==> src/rtl/vec3a_pkg.sv <==
// ----------------------------------------------------------------------------
// vec3a_pkg
// Shared types, constants and helpers of the Q16.16 three-component vector ALU.
// ----------------------------------------------------------------------------
package vec3a_pkg;

  localparam int FRAC_BITS = 16;
  localparam int DW        = 32 + FRAC_BITS;
  localparam int SQ_ST     = 32;
  localparam int NV        = 3 + SQ_ST + DW;
  localparam int QDEPTH    = 4;
  localparam int QAW       = 2;

  localparam logic [3:0] OP_ADD    = 4'd0;
  localparam logic [3:0] OP_DIFF   = 4'd1;
  localparam logic [3:0] OP_SCALE  = 4'd2;
  localparam logic [3:0] OP_NEG    = 4'd3;
  localparam logic [3:0] OP_SQRLEN = 4'd4;
  localparam logic [3:0] OP_LENGTH = 4'd5;
  localparam logic [3:0] OP_NORM   = 4'd6;
  localparam logic [3:0] OP_CROSS  = 4'd7;
  localparam logic [3:0] OP_DOT    = 4'd8;
  localparam logic [3:0] OP_LERP   = 4'd9;

  typedef logic signed [31:0] fx_t;
  typedef logic signed [32:0] opnd_t;

  localparam opnd_t FX_ONE = 33'sd1 <<< FRAC_BITS;
  localparam fx_t   FX_MAX = 32'h7fffffff;
  localparam fx_t   FX_MIN = 32'h80000000;
  localparam logic signed [69:0] FX_MAX_W = 70'sd2147483647;
  localparam logic signed [69:0] FX_MIN_W = -70'sd2147483648;

  typedef struct packed {
    logic add;
    logic diff;
    logic neg;
    logic mvec;
    logic sqrlen;
    logic len;
    logic norm;
    logic dot;
  } op_t;

  typedef struct packed {
    op_t            op;
    fx_t   [2:0]    a;
    fx_t   [2:0]    b;
    opnd_t [2:0]    m0x;
    opnd_t [2:0]    m0y;
    opnd_t [2:0]    m1x;
    opnd_t [2:0]    m1y;
  } item_t;

  typedef struct packed {
    logic sat;
    fx_t  val;
  } satv_t;

  typedef struct packed {
    op_t               op;
    fx_t   [2:0]       r;
    fx_t               s;
    logic              sat;
    logic  [2:0]       neg;
    logic              zero;
    logic  [2:0][31:0] mag;
    logic  [31:0]      root;
  } pl_t;

  function automatic satv_t sat32(input logic signed [69:0] v);
    satv_t o;
    if (v > FX_MAX_W) begin
      o.sat = 1'b1;
      o.val = FX_MAX;
    end else if (v < FX_MIN_W) begin
      o.sat = 1'b1;
      o.val = FX_MIN;
    end else begin
      o.sat = 1'b0;
      o.val = v[31:0];
    end
    return o;
  endfunction

endpackage

==> src/rtl/vec3a_front.sv <==
// ----------------------------------------------------------------------------
// vec3a_front
// Decode the opcode and select the multiplier operands of each request.
// ----------------------------------------------------------------------------
module vec3a_front (
  input  logic [3:0]        func,
  input  logic [223:0]      vec_data,
  output vec3a_pkg::item_t  item
);

  vec3a_pkg::fx_t   a [0:2];
  vec3a_pkg::fx_t   b [0:2];
  vec3a_pkg::opnd_t t;
  vec3a_pkg::opnd_t omt;

  always_comb begin
    for (int i = 0; i < 3; i++) begin
      a[i] = vec_data[32*i +: 32];
      b[i] = vec_data[96 + 32*i +: 32];
    end
    t   = 33'(signed'(vec_data[223:192]));
    omt = vec3a_pkg::FX_ONE - t;
  end

  always_comb begin
    item    = '0;
    for (int i = 0; i < 3; i++) begin
      item.a[i] = a[i];
      item.b[i] = b[i];
    end
    unique case (func)
      vec3a_pkg::OP_ADD:  item.op.add  = 1'b1;
      vec3a_pkg::OP_DIFF: item.op.diff = 1'b1;
      vec3a_pkg::OP_NEG:  item.op.neg  = 1'b1;
      vec3a_pkg::OP_SCALE: begin
        item.op.mvec = 1'b1;
        for (int i = 0; i < 3; i++) begin
          item.m0x[i] = 33'(a[i]);
          item.m0y[i] = t;
        end
      end
      vec3a_pkg::OP_SQRLEN, vec3a_pkg::OP_LENGTH, vec3a_pkg::OP_NORM: begin
        item.op.sqrlen = (func == vec3a_pkg::OP_SQRLEN);
        item.op.len    = (func == vec3a_pkg::OP_LENGTH);
        item.op.norm   = (func == vec3a_pkg::OP_NORM);
        for (int i = 0; i < 3; i++) begin
          item.m0x[i] = 33'(a[i]);
          item.m0y[i] = 33'(a[i]);
        end
      end
      vec3a_pkg::OP_CROSS: begin
        item.op.mvec = 1'b1;
        item.m0x[0] = 33'(a[1]);  item.m0y[0] = 33'(b[2]);
        item.m1x[0] = 33'(a[2]);  item.m1y[0] = -33'(b[1]);
        item.m0x[1] = 33'(a[2]);  item.m0y[1] = 33'(b[0]);
        item.m1x[1] = 33'(a[0]);  item.m1y[1] = -33'(b[2]);
        item.m0x[2] = 33'(a[0]);  item.m0y[2] = 33'(b[1]);
        item.m1x[2] = 33'(a[1]);  item.m1y[2] = -33'(b[0]);
      end
      vec3a_pkg::OP_DOT: begin
        item.op.dot = 1'b1;
        for (int i = 0; i < 3; i++) begin
          item.m0x[i] = 33'(a[i]);
          item.m0y[i] = 33'(b[i]);
        end
      end
      vec3a_pkg::OP_LERP: begin
        item.op.mvec = 1'b1;
        for (int i = 0; i < 3; i++) begin
          item.m0x[i] = 33'(a[i]);
          item.m0y[i] = omt;
          item.m1x[i] = 33'(b[i]);
          item.m1y[i] = t;
        end
      end
      default: ;
    endcase
  end

endmodule

==> config.mk <==
export PLATFORM = sky130hd
export DESIGN_NAME = vec3a_front
export DESIGN_NICKNAME = d
export VERILOG_FILES = /design/src/rtl/vec3a_pkg.sv /design/src/rtl/vec3a_front.sv
export SDC_FILE = /design/constraint.sdc
export NUM_CORES = 1
export LEC_CHECK = 0
export BUFFER_PORTS_ARGS = -buffer_cell sky130_fd_sc_hd__buf_4
export CAP_MARGIN = 10
export CORE_AREA = 3 3 316 318
export DETAILED_ROUTE_END_ITERATION = 16
export DIE_AREA = 0 0 319 321
export SYNTH_ARGS = -nofsm -noshare
export SYNTH_HDL_FRONTEND = slang
export SYNTH_SLANG_ARGS = --single-unit
==> constraint.sdc <==
create_clock -name vclk -period 3.1
set_clock_uncertainty 0.15 [all_clocks]
set_input_delay 0.31 -clock vclk [all_inputs]
set_output_delay 0.31 -clock vclk [all_outputs]
set_load 0.01 [all_outputs]
After elaboration in Yosys (flattened, before gate mapping). Index checks and enable logic that the tools add are counted.

Word-level logic and storage cells: 24. Register bits: 0. Input port bits: 228.

Equal/unequal tests: 9. Reduce and logical (&&, ||, !) cells: 3. Add/sub/neg operators: 4. Multiplexer cells: 8.

Operator list (number): 198-bit case mux with 5 select lines (1); 198-bit case mux with 2 select lines (1); 32-bit negation with 33-bit output (3); 18-bit by 32-bit subtractor with 33-bit output, first input constant (1); 4-bit by 3-bit == test with 1-bit output, second input constant (4); 4-bit by 2-bit == test with 1-bit output, second input constant (2); 4-bit == test, second input constant (2); 3-bit OR reduction (2); 1-bit 2-to-1 mux (5); 4-bit by 1-bit == test with 1-bit output, second input constant (1); 4-bit zero test (1); 3-bit 2-to-1 mux (1).

Logic depth before layout (Yosys ltp).
Depth in word-level cells: 3. Depth in mapped cells: 9.

Least setup slack after synthesis. Ideal clock, no wire load.

Kind: input port to output port. From: input vec_data[209]. To: output item[229] (netlist bit). Stages: 7. Path slack: 0.616 ns. Data arrival time: 2.024 ns. Required time: 2.640 ns. Cell sequence: clkbuf_1 -> or4_4 -> or3_4 -> nor4_2 -> and2b_1 -> mux2i_1 -> nand2b_1.

RTL lines: start, declared (RTL line vec3a_front.sv:7) `input logic [223:0] vec_data,`; end, declared (RTL line vec3a_front.sv:8) `output vec3a_pkg::item_t item`.

==> results.tsv <==
metric	value	unit
status	complete, no violations	
peakVddDrop	0.05879	mV
p_seq_frac	0	
period_minus_slack	3.014	ns
utilization	0.1648	
gr-total-overflow	0	
crit_type	primary input to output pin	
routedWlPerCell	28.08	microns
yosysWarnings	0	
fp.dieW	319	microns
die_area	0.1024	sq mm
p_sw_frac	0.5665	
layout-drive-gt1-share	0.5088	
slew_violations	0	
stdcell_area	0.01596	sq mm
critical-path-max-stage-delay	0.59	ns
instances_no_fill	3278	
worstPathRequired	2.64	ns
critical_path.slowest_cell	or4_4	
finalSetupViolations	0	
worstPathMaxFanout	6	
grt_pass1_wl	120.2	mm
setup.worst_path.end_class	output pin	
ys_types	62	
wirelength	92.05	mm
dp_hpwl	78.54	mm
grt_usage	0.1658	
core_area	0.09685	sq mm
synth_area	0.008652	sq mm
p_sw	1.335	mW
fin_tns_setup	0	ns
synth_cells	1368	
holdWs	0.6885	ns
grt_max_degree	91	
cp_common_cell	buf_4	
vias_per_cell	4.309	
setup_ws	0.08561	ns
fmax	0.3317	GHz
arrival	2.55	ns
syn_area_per_cell	6.325	sq um
seq_cells	0	
hold_buffers	0	
hold_viol	0	
hp-class	primary input to output pin	
place.port_buffers	824	
nClkBuffers	0	
seq_area	0	sq um
worst_pin_slew	0.6834	ns
slew_headroom	0.5444	
leakage	7.643	nW
power	2.357	mW
cap_violations	0	
dp_worst_setup_slack	-0.4153	ns
grt_pass1_vias	13530	
finalCritPeriodShare	0.9724	
antenna_found_initial	15	
die_h	321	microns
area_delta_synth_final	84.43	%
fin_nets	2231	
p_int	1.022	mW
p_per_area	147.7	mW/mm^2
vias	14130	
path_cells	buf_4 -> or4_4 -> nor4_4 -> buf_12 -> nand2_1 -> nor3_2 -> xor2_1 -> o21ai_1 -> buf_4	
firstDrtPassIters	6	
ys_seq_area_frac	0	
start_kind	primary input	
rows	114	
place_congestion	0.9061	
start_util	0.08933	
dr.first_iter.drc_count	1435	
p_comb_frac	1.000	
drc	0	
clockPowerShare	0	
syn_nets	1600	
postRouteAntennaNets	0	
place_inst	3271	
placed_cell_area	0.01575	sq mm
io_pins	824	
## path summary, 6_finish.rpt
check	cells past startpoint	start	to	slack (ns)
max	9	vec_data[169]	item[61]	0.09
min	2	vec_data[33]	item[525]	0.69
## kinds of logic (layout without fill, tap and decap cells)
logic type	count (synthesis)	after routing	synth area share
AO/OA/AOI/OAI	458	458	0.3918
XOR/XNOR	85	85	0.08604
buffers and inverters	337	966	0.2340
AND/OR/NAND/NOR	483	483	0.2813
multiplexers	1	1	0.001157
adder cells (fa/ha/maj)	4	4	0.005785
other	0	5	0
## cells in the final DEF (no fill, tap or decap), types with 19 or more instances in the layout
cell / n
a21oi_1: 19
a22o_1: 180
a22oi_1: 83
buf_12: 22
buf_4: 929
nand2_1: 183
nand3_1: 94
nor2_1: 55
nor3_1: 43
o21ai_0: 97
xnor2_1: 23
xor2_1: 62
## cell type report
class	instances	area (sq um)
Inverter	13	48.80
Fill cell	11210	80890
Antenna cell	5	12.51
Tap cell	1276	1597
Multi-Input combinational cell	1031	6862
Timing Repair Buffer	953	7437
## layer usage
| layer | vias to the layer above | wire length [microns] | global-route usage |
|---|---|---|---|
| li1 | 6149 | - | - |
| met1 | 7063 | 43300 | 0.2376 |
| met2 | 835 | 41250 | 0.2683 |
| met3 | 74 | 5870 | 0.02334 |
| met4 | 4 | 1607 | 0.02321 |
| met5 | - | 23 | 0 |
## power groups by stage
stage          combinational (mW)  sequential [mW]    clock (mW)
5_1_grt                      2.48                0  0.0000000432
2_1_floorplan               0.958                0             0
3_3_place_gp                 2.34                0             0
4_1_cts                      2.35                0             0
6_report                     2.36                0   0.000000131
3_5_place_dp                 2.33                0             0
## cells in the mapped netlist (all sizes together) (3+ instances only)
cell | count | share of area
or4 | 6 | 0.0061
nor3 | 53 | 0.032
clkbuf | 107 | 0.047
nand3b | 5 | 0.0058
a222oi | 15 | 0.017
xor2 | 62 | 0.063
xnor2 | 23 | 0.023
nor2 | 58 | 0.026
inv | 13 | 0.0056
nand2 | 183 | 0.079
o211ai | 4 | 0.0035
nand2b | 16 | 0.012
o21ai | 108 | 0.062
ha | 4 | 0.0058
or3 | 18 | 0.014
a22o | 180 | 0.18
o31ai | 14 | 0.012
a31oi | 3 | 0.0022
a21oi | 26 | 0.015
buf | 217 | 0.18
a211oi | 6 | 0.0052
nand3 | 95 | 0.055
a31o | 3 | 0.0030
or2 | 6 | 0.0043
a22oi | 84 | 0.073
o41ai | 3 | 0.0030
nor4 | 28 | 0.032
nand4 | 3 | 0.0036
## critical path, delay by kind of cell
kind / cells / cell delay [ns]
AOI/OAI and AO/OA: 1 / 0.25
xor gates and xnor gates: 1 / 0.09
and+or+nand+nor: 4 / 1.38
buffers and inverters: 3 / 0.50
## timing repair
item,in CTS,in global routing
pin swaps,3,2
gates resized for setup,23,15
endpoints found under the setup margin,44,26
setup buffers,2,0
(Power assumes the default switching activity.)
