===== src/rtl/vec3a_pkg.sv =====
// ----------------------------------------------------------------------------
// vec3a_pkg
// Shared types, constants and helpers of the Q16.16 three-component vector ALU.
// ----------------------------------------------------------------------------
package vec3a_pkg;

  localparam int FRAC_BITS = 16;
  localparam int DW        = 32 + FRAC_BITS;
  localparam int SQ_ST     = 32;
  localparam int NV        = 3 + SQ_ST + DW;
  localparam int QDEPTH    = 4;
  localparam int QAW       = 2;

  localparam logic [3:0] OP_ADD    = 4'd0;
  localparam logic [3:0] OP_DIFF   = 4'd1;
  localparam logic [3:0] OP_SCALE  = 4'd2;
  localparam logic [3:0] OP_NEG    = 4'd3;
  localparam logic [3:0] OP_SQRLEN = 4'd4;
  localparam logic [3:0] OP_LENGTH = 4'd5;
  localparam logic [3:0] OP_NORM   = 4'd6;
  localparam logic [3:0] OP_CROSS  = 4'd7;
  localparam logic [3:0] OP_DOT    = 4'd8;
  localparam logic [3:0] OP_LERP   = 4'd9;

  typedef logic signed [31:0] fx_t;
  typedef logic signed [32:0] opnd_t;

  localparam opnd_t FX_ONE = 33'sd1 <<< FRAC_BITS;
  localparam fx_t   FX_MAX = 32'h7fffffff;
  localparam fx_t   FX_MIN = 32'h80000000;
  localparam logic signed [69:0] FX_MAX_W = 70'sd2147483647;
  localparam logic signed [69:0] FX_MIN_W = -70'sd2147483648;

  typedef struct packed {
    logic add;
    logic diff;
    logic neg;
    logic mvec;
    logic sqrlen;
    logic len;
    logic norm;
    logic dot;
  } op_t;

  typedef struct packed {
    op_t            op;
    fx_t   [2:0]    a;
    fx_t   [2:0]    b;
    opnd_t [2:0]    m0x;
    opnd_t [2:0]    m0y;
    opnd_t [2:0]    m1x;
    opnd_t [2:0]    m1y;
  } item_t;

  typedef struct packed {
    logic sat;
    fx_t  val;
  } satv_t;

  typedef struct packed {
    op_t               op;
    fx_t   [2:0]       r;
    fx_t               s;
    logic              sat;
    logic  [2:0]       neg;
    logic              zero;
    logic  [2:0][31:0] mag;
    logic  [31:0]      root;
  } pl_t;

  function automatic satv_t sat32(input logic signed [69:0] v);
    satv_t o;
    if (v > FX_MAX_W) begin
      o.sat = 1'b1;
      o.val = FX_MAX;
    end else if (v < FX_MIN_W) begin
      o.sat = 1'b1;
      o.val = FX_MIN;
    end else begin
      o.sat = 1'b0;
      o.val = v[31:0];
    end
    return o;
  endfunction

endpackage


===== src/rtl/vec3a_queue.sv =====
// ----------------------------------------------------------------------------
// vec3a_queue
// Short request queue between the decode front and the arithmetic back.
// ----------------------------------------------------------------------------
module vec3a_queue (
  input  logic              clk,
  input  logic              rst_n,
  input  logic              push,
  input  vec3a_pkg::item_t  push_item,
  output logic              full,
  input  logic              pop,
  output logic              avail,
  output vec3a_pkg::item_t  head
);

  vec3a_pkg::item_t           mem [0:vec3a_pkg::QDEPTH-1];
  logic [vec3a_pkg::QAW-1:0]  wr_r, wr_nxt;
  logic [vec3a_pkg::QAW-1:0]  rd_r, rd_nxt;
  logic [vec3a_pkg::QAW:0]    cnt_r, cnt_nxt;

  assign full  = (cnt_r == (vec3a_pkg::QAW+1)'(vec3a_pkg::QDEPTH));
  assign avail = (cnt_r != '0);
  assign head  = mem[rd_r];

  always_comb begin
    wr_nxt  = push ? wr_r + 1'b1 : wr_r;
    rd_nxt  = pop  ? rd_r + 1'b1 : rd_r;
    cnt_nxt = cnt_r + (vec3a_pkg::QAW+1)'(push) - (vec3a_pkg::QAW+1)'(pop);
  end

  always_ff @(posedge clk) begin
    if (!rst_n) begin
      wr_r  <= '0;
      rd_r  <= '0;
      cnt_r <= '0;
    end else begin
      wr_r  <= wr_nxt;
      rd_r  <= rd_nxt;
      cnt_r <= cnt_nxt;
    end
  end

  always_ff @(posedge clk) begin
    if (push) begin
      mem[wr_r] <= push_item;
    end
  end

endmodule


===== config.mk =====
export PLATFORM = sky130hd
export DESIGN_NAME = vec3a_queue
export DESIGN_NICKNAME = d
export VERILOG_FILES = /design/src/rtl/vec3a_pkg.sv /design/src/rtl/vec3a_queue.sv
export SDC_FILE = /design/constraint.sdc
export NUM_CORES = 2
export LEC_CHECK = 0
export BUFFER_PORTS_ARGS = -buffer_cell sky130_fd_sc_hd__buf_2
export CAP_MARGIN = 20
export CELL_PAD_IN_SITES_DETAIL_PLACEMENT = 1
export CELL_PAD_IN_SITES_GLOBAL_PLACEMENT = 2
export CORE_AREA = 2 2 468 470
export CTS_CLUSTER_SIZE = 14
export DETAILED_ROUTE_END_ITERATION = 8
export DIE_AREA = 0 0 470 472
export PLACE_DENSITY_LB_ADDON = 0.1
export REMOVE_ABC_BUFFERS = 1
export SYNTH_ARGS = -nofsm -noshare
export SYNTH_HDL_FRONTEND = slang
export SYNTH_SLANG_ARGS = --single-unit

===== constraint.sdc =====
create_clock -name clk -period 35 [get_ports clk]
set_clock_uncertainty 0.2 [all_clocks]
set_input_delay 8.75 -clock clk [delete_from_list [all_inputs] [get_ports clk]]
set_output_delay 8.75 -clock clk [all_outputs]
set_load 0.005 [all_outputs]

# After elaboration in Yosys (flattened, before gate mapping)
# Memories as Yosys holds them, arrays and structs flattened. A register that Yosys moved wholly into a read port is not among the register bits.
# Cells that the tools add are included.
[classes] muxes=4 n_mul=0 div_mod_pow=0 addsub=4 bitwise=0 eq_ne=1 reduce_logical=1 n_lt_le_gt_ge=0 n_shift=0
[ops] cell="2-bit by 1-bit adder with 2-bit output (second input constant)" count=2
[ops] cell="2-bit 2-to-1 mux" count=2
[ops] cell="3-bit by 1-bit adder with 3-bit output" count=1
[ops] cell="3-bit equality test (second input constant)" count=1
[ops] cell="3-bit nonzero test" count=1
[ops] cell="3-bit by 1-bit subtractor with 3-bit output" count=1
[ops] cell="1-bit 2-to-1 mux" count=2
[totals] out_inout_bits=598 wordCells=14 rom_bits=0 latch_bits=0 mem_count=1 ramBits=2384 reg_bits=7
[mem_list] memory="mem" words=4 word_bits=596 read_ports=1 rd_clocked_by_memory_dff=1 wr=1 line="vec3a_queue.sv:16" source="vec3a_pkg::item_t mem [0:vec3a_pkg::QDEPTH-1];"

# Depth between registers and ports, before layout
[depth] word_depth=3 depth_mapped=7 ltp_nobuf=7

# Least setup slack after synthesis
# No wires, ideal clock.
[synth_path] path_type="input to register" startpoint="input push" endpoint="memory mem[0][0] (netlist name), enable pin" required_time_ps=33763 arrival_time_ps=22114 path_buffers=0 cell_stages=1 slack_ps=11649 setup_ps=1037 cell_sequence="and2_1"
[synth_between] elab_chain_len=2
[synth_lines] element="from (decl)" line="vec3a_queue.sv:8" source="input logic push,"
[synth_lines] element="1-bit 2-to-1 mux" line="vec3a_queue.sv:44" source="if (push) begin"
[synth_lines] element="1-bit 2-to-1 mux (implied by the code)" line="vec3a_queue.sv:45" source="mem[wr_r] <= push_item;"
[synth_lines] element="to (decl)" line="vec3a_queue.sv:16"
# Every way passes these cells.

==> impl_metrics.py <==
metrics = {
    "outcome": {
        "run_status": "finished, final reports clean",
    },
    "place": {
        "gp_congestion": 0.786,
        "post-dp-hpwl_um": 157000,
        "place_area_mm2": 0.0956,
        "pre_cts_ws_ns": 20.81,
        "port-buffer-count": 1197,
        "placedCellCount": 7128,
    },
    "layout": {
        "design.final.nets": 5162,
        "seq_area_mm2": 0.0718,
        "layout.cell_area.non_filler_mm2": 0.104,
        "syn_to_final_growth_pct": 20.7,
        "fin_cells": 7671,
        "multi_input_comb_area_mm2": 0.0137,
        "post_route_cells_drive_above_1_share_pct": 46.4,
        "mostFrequentLayoutCells": "sky130_fd_sc_hd__edfxtp_1 (2,384), sky130_fd_sc_hd__buf_2 (1,197), sky130_fd_sc_hd__mux4_2 (596)",
        "finalCoreUtilization_pct": 48.0,
        "layout_commonest_cell": "sky130_fd_sc_hd__edfxtp_1",
        "fill_cells": 19389,
    },
    "clocking": {
        "clockBufferDepth": 4,
        "post_cts_resize_count": 0,
        "worst_skew_pair.late_latency_ns": 0.87,
        "cts_post_setup_buffers_inserted": 0,
        "clk_pin_slew_ns": 0.06,
        "post_cts_hold_buffer_count": 0,
        "cts_buffers": 279,
        "htreeDepth": 5,
        "clock_sink_count": 2393,
        "cts-root-buf": "sky130_fd_sc_hd__clkbuf_16",
        "tritoncts": "built",
    },
    "power": {
        "power_switching_share_pct": 22.2,
        "power_frac_comb_pct": 9.0,
        "power-per-cell-area_mw_per_mm2": 63.3,
        "pwr-share-seq_pct": 50.6,
        "power_switching_uw": 1460,
        "cell_internal_pwr_uw": 5120,
        "worst_ir_drop_vdd_mv": 0.0465,
        "pwr-share-clk_pct": 40.4,
        "leakagePower_uw": 0.0344,
    },
    "timing": {
        "transition_time_at_the_pin_with_the_least_slew_margin_ns": 1.08,
        "layout_worst_path_cycle_share_pct": 41.9,
        "grt_setup_unrepaired": "no",
        "finalMaxSlewViolations": 0,
        "slew_headroom_pct": 28.2,
        "final.setup.tns_ns": 0,
        "fmaxAchievable_mhz": 68.2,
        "finalHoldViolCount": 0,
        "final.min_clock_period_ns": 14.67,
        "setup_viol": 0,
        "final_ws_setup_ns": 20.33,
    },
    "worst_setup_path": {
        "worst-endpoint-required_ns": 26.05,
        "cp_data_arrival_time_ns": 5.72,
        "critPathMaxFanout": 43,
        "r2r_slack_ns": 30.30,
        "critical-path-slowest-cell": "sky130_fd_sc_hd__buf_4",
        "cpLargestDelayFamily": "buffers and inverters",
        "critPathMaxStageDelay_ns": 0.81,
        "rr_endpoint": "mem[2][247]",
        "path_class": "reg -> out",
        "r2r_cells": 6,
        "critical_path.reg2reg.startpoint": "wr_r[0]",
        "cp.depth": 6,
        "timing.critical_path.to": "head[400]",
        "critical_path_buf_inv_count": 5,
        "critical_path.most_common_cell": "sky130_fd_sc_hd__buf_4",
        "worstPathCellList": "buf_4, buf_4, buf_4, buf_4, mux4_2, buf_2",
        "setup_crit_end_kind": "output pin",
        "startpoint_type": "register",
    },
    "route": {
        "finalWirelength_um": 237000,
        "routedWlPerCell_um": 30.9,
        "drtIter0Drc": 3039,
        "via_count": 40132,
        "dr.pass1.iters": 5,
        "drc_errors": 0,
        "detail-route-antenna-nets": 0,
        "post_drt_via_cell_ratio": 5.23,
    },
    "logic_synthesis": {
        "synth_cells": 3155,
        "post_synth_num_cell_types": 20,
        "ys_ff_latch": 2393,
        "yosys_warnings": 0,
        "synth_top_area_share_pct": 83.1,
        "synthesis.area_per_instance_um2": 27.3,
        "netlist.top_cell.by_area": "sky130_fd_sc_hd__edfxtp_1",
        "seq_area_frac_synth_pct": 83.3,
        "ys_top_cells_by_area": "sky130_fd_sc_hd__edfxtp_1 (83%), sky130_fd_sc_hd__mux4_2 (16%), sky130_fd_sc_hd__buf_4 (0.46%)",
        "netlist_area_mm2": 0.0862,
    },
    "global_routing": {
        "first_global_vias": 42595,
        "grt_start_max_net_pins": 133,
        "global_route.usage.total_pct": 21.1,
        "global_route_wire_length_before_repair_um": 332000,
        "globalRoute.totalOverflow": 0,
        "antenna_found_initial": 224,
    },
    "floorplan": {
        "ioPinCount": 1198,
        "placementRows": 171,
        "core_area_mm2": 0.217,
        "die_h_um": 472,
        "effective_utilization_at_floorplan_pct": 39.8,
        "die_area_mm2": 0.222,
        "chipWidth_um": 470,
    },
    "worst_hold_path": {
        "min_path_type": "reg -> reg",
        "depth_of_the_worst_hold_timing_path": 2,
    },
    "flow_run": {
        "max_cap_check_violation_count": 0,
    },
}
worst reg2reg max path, stage by stage (launching register included):
cell and delay, ns:
sky130_fd_sc_hd__dfxtp_1 0.35, sky130_fd_sc_hd__inv_1 0.10, sky130_fd_sc_hd__ha_1 0.15, sky130_fd_sc_hd__and2_4 0.70
sky130_fd_sc_hd__buf_4 0.95, sky130_fd_sc_hd__buf_4 0.83, sky130_fd_sc_hd__buf_4 0.94
through the flow:
stage	total power, uW	hold WS [ns]
2_1_floorplan	3960	0.299
3_3_place_gp	4000	0.314
3_5_place_dp	4000	0.342
4_1_cts	6680	0.351
5_1_grt	6810	0.389
6_report	6580	0.343
layout make-up:
cell class,instances,share of cell area (%)
diodes,75,0.180
clock buffers,361,7.19
clock inverters,107,0.736
inverters,7,0.0253
multi-input cells,623,13.1
flip-flops and latches,2393,69.0
well taps,2854,3.43
repair buffers,1251,6.27
power groups by stage:
stage	Sequential [uW]	Combinational [uW]	Clock, uW
floorplan	3500	455	0
CTS	3330	615	2730
global route	3340	639	2830
detailed placement	3390	613	0
global placement	3390	610	0
finish	3330	593	2660
logic make-up after synthesis:
family                     share of synthesized area, %
DFF                                                83.3
adders and majority gates                         0.110
AOI/OAI and AO/OA                                0.0174
xor gates and xnor gates                         0.0479
muxes                                              15.6
and+or+nand+nor                                  0.0886
buffers and inverters                             0.885
state kept, by name, summed over array words and instances, names as in the netlist, named ones only:
register  cells
cnt_r         3
wr_r          2
mem        2384
rd_r          2
worst min path at each step:
stage,start,to,slack [ns]
CTS,rd_r[1],register,0.35
finish,rd_r[1],register,0.34
detailed placement,rd_r[1],register,0.34
global placement,rd_r[1],register,0.31
floorplan,rd_r[1],register,0.30
global route,rd_r[1],register,0.39
metal layers:
layer  track usage [%]  up-vias  share of wire (%)
met2              34.5     1490                 49
met3              9.55      638                 11
met5                 0        -               0.36
li1                  -    16749                  -
met4              7.32      134                3.7
met1              24.8    21121                 36
cell usage after synthesis:
| cell type | count |
|---|---|
| sky130_fd_sc_hd__buf_2 | 28 |
| sky130_fd_sc_hd__nand3b_1 | 1 |
| sky130_fd_sc_hd__inv_1 | 7 |
| sky130_fd_sc_hd__a21oi_1 | 1 |
| sky130_fd_sc_hd__ha_1 | 6 |
| sky130_fd_sc_hd__or3_1 | 1 |
| sky130_fd_sc_hd__and2_1 | 6 |
| sky130_fd_sc_hd__xnor2_1 | 2 |
| sky130_fd_sc_hd__xor3_1 | 1 |
| sky130_fd_sc_hd__fa_1 | 1 |
| sky130_fd_sc_hd__edfxtp_1 | 2384 |
| sky130_fd_sc_hd__mux2i_1 | 1 |
| sky130_fd_sc_hd__a21bo_2 | 1 |
| sky130_fd_sc_hd__buf_4 | 53 |
| sky130_fd_sc_hd__dfxtp_1 | 9 |
| sky130_fd_sc_hd__clkbuf_1 | 50 |
| sky130_fd_sc_hd__mux4_2 | 596 |
| sky130_fd_sc_hd__buf_6 | 1 |
| sky130_fd_sc_hd__and3_1 | 1 |
| sky130_fd_sc_hd__nor2_1 | 5 |
No activity file was read; power rests on OpenSTA's default activity.
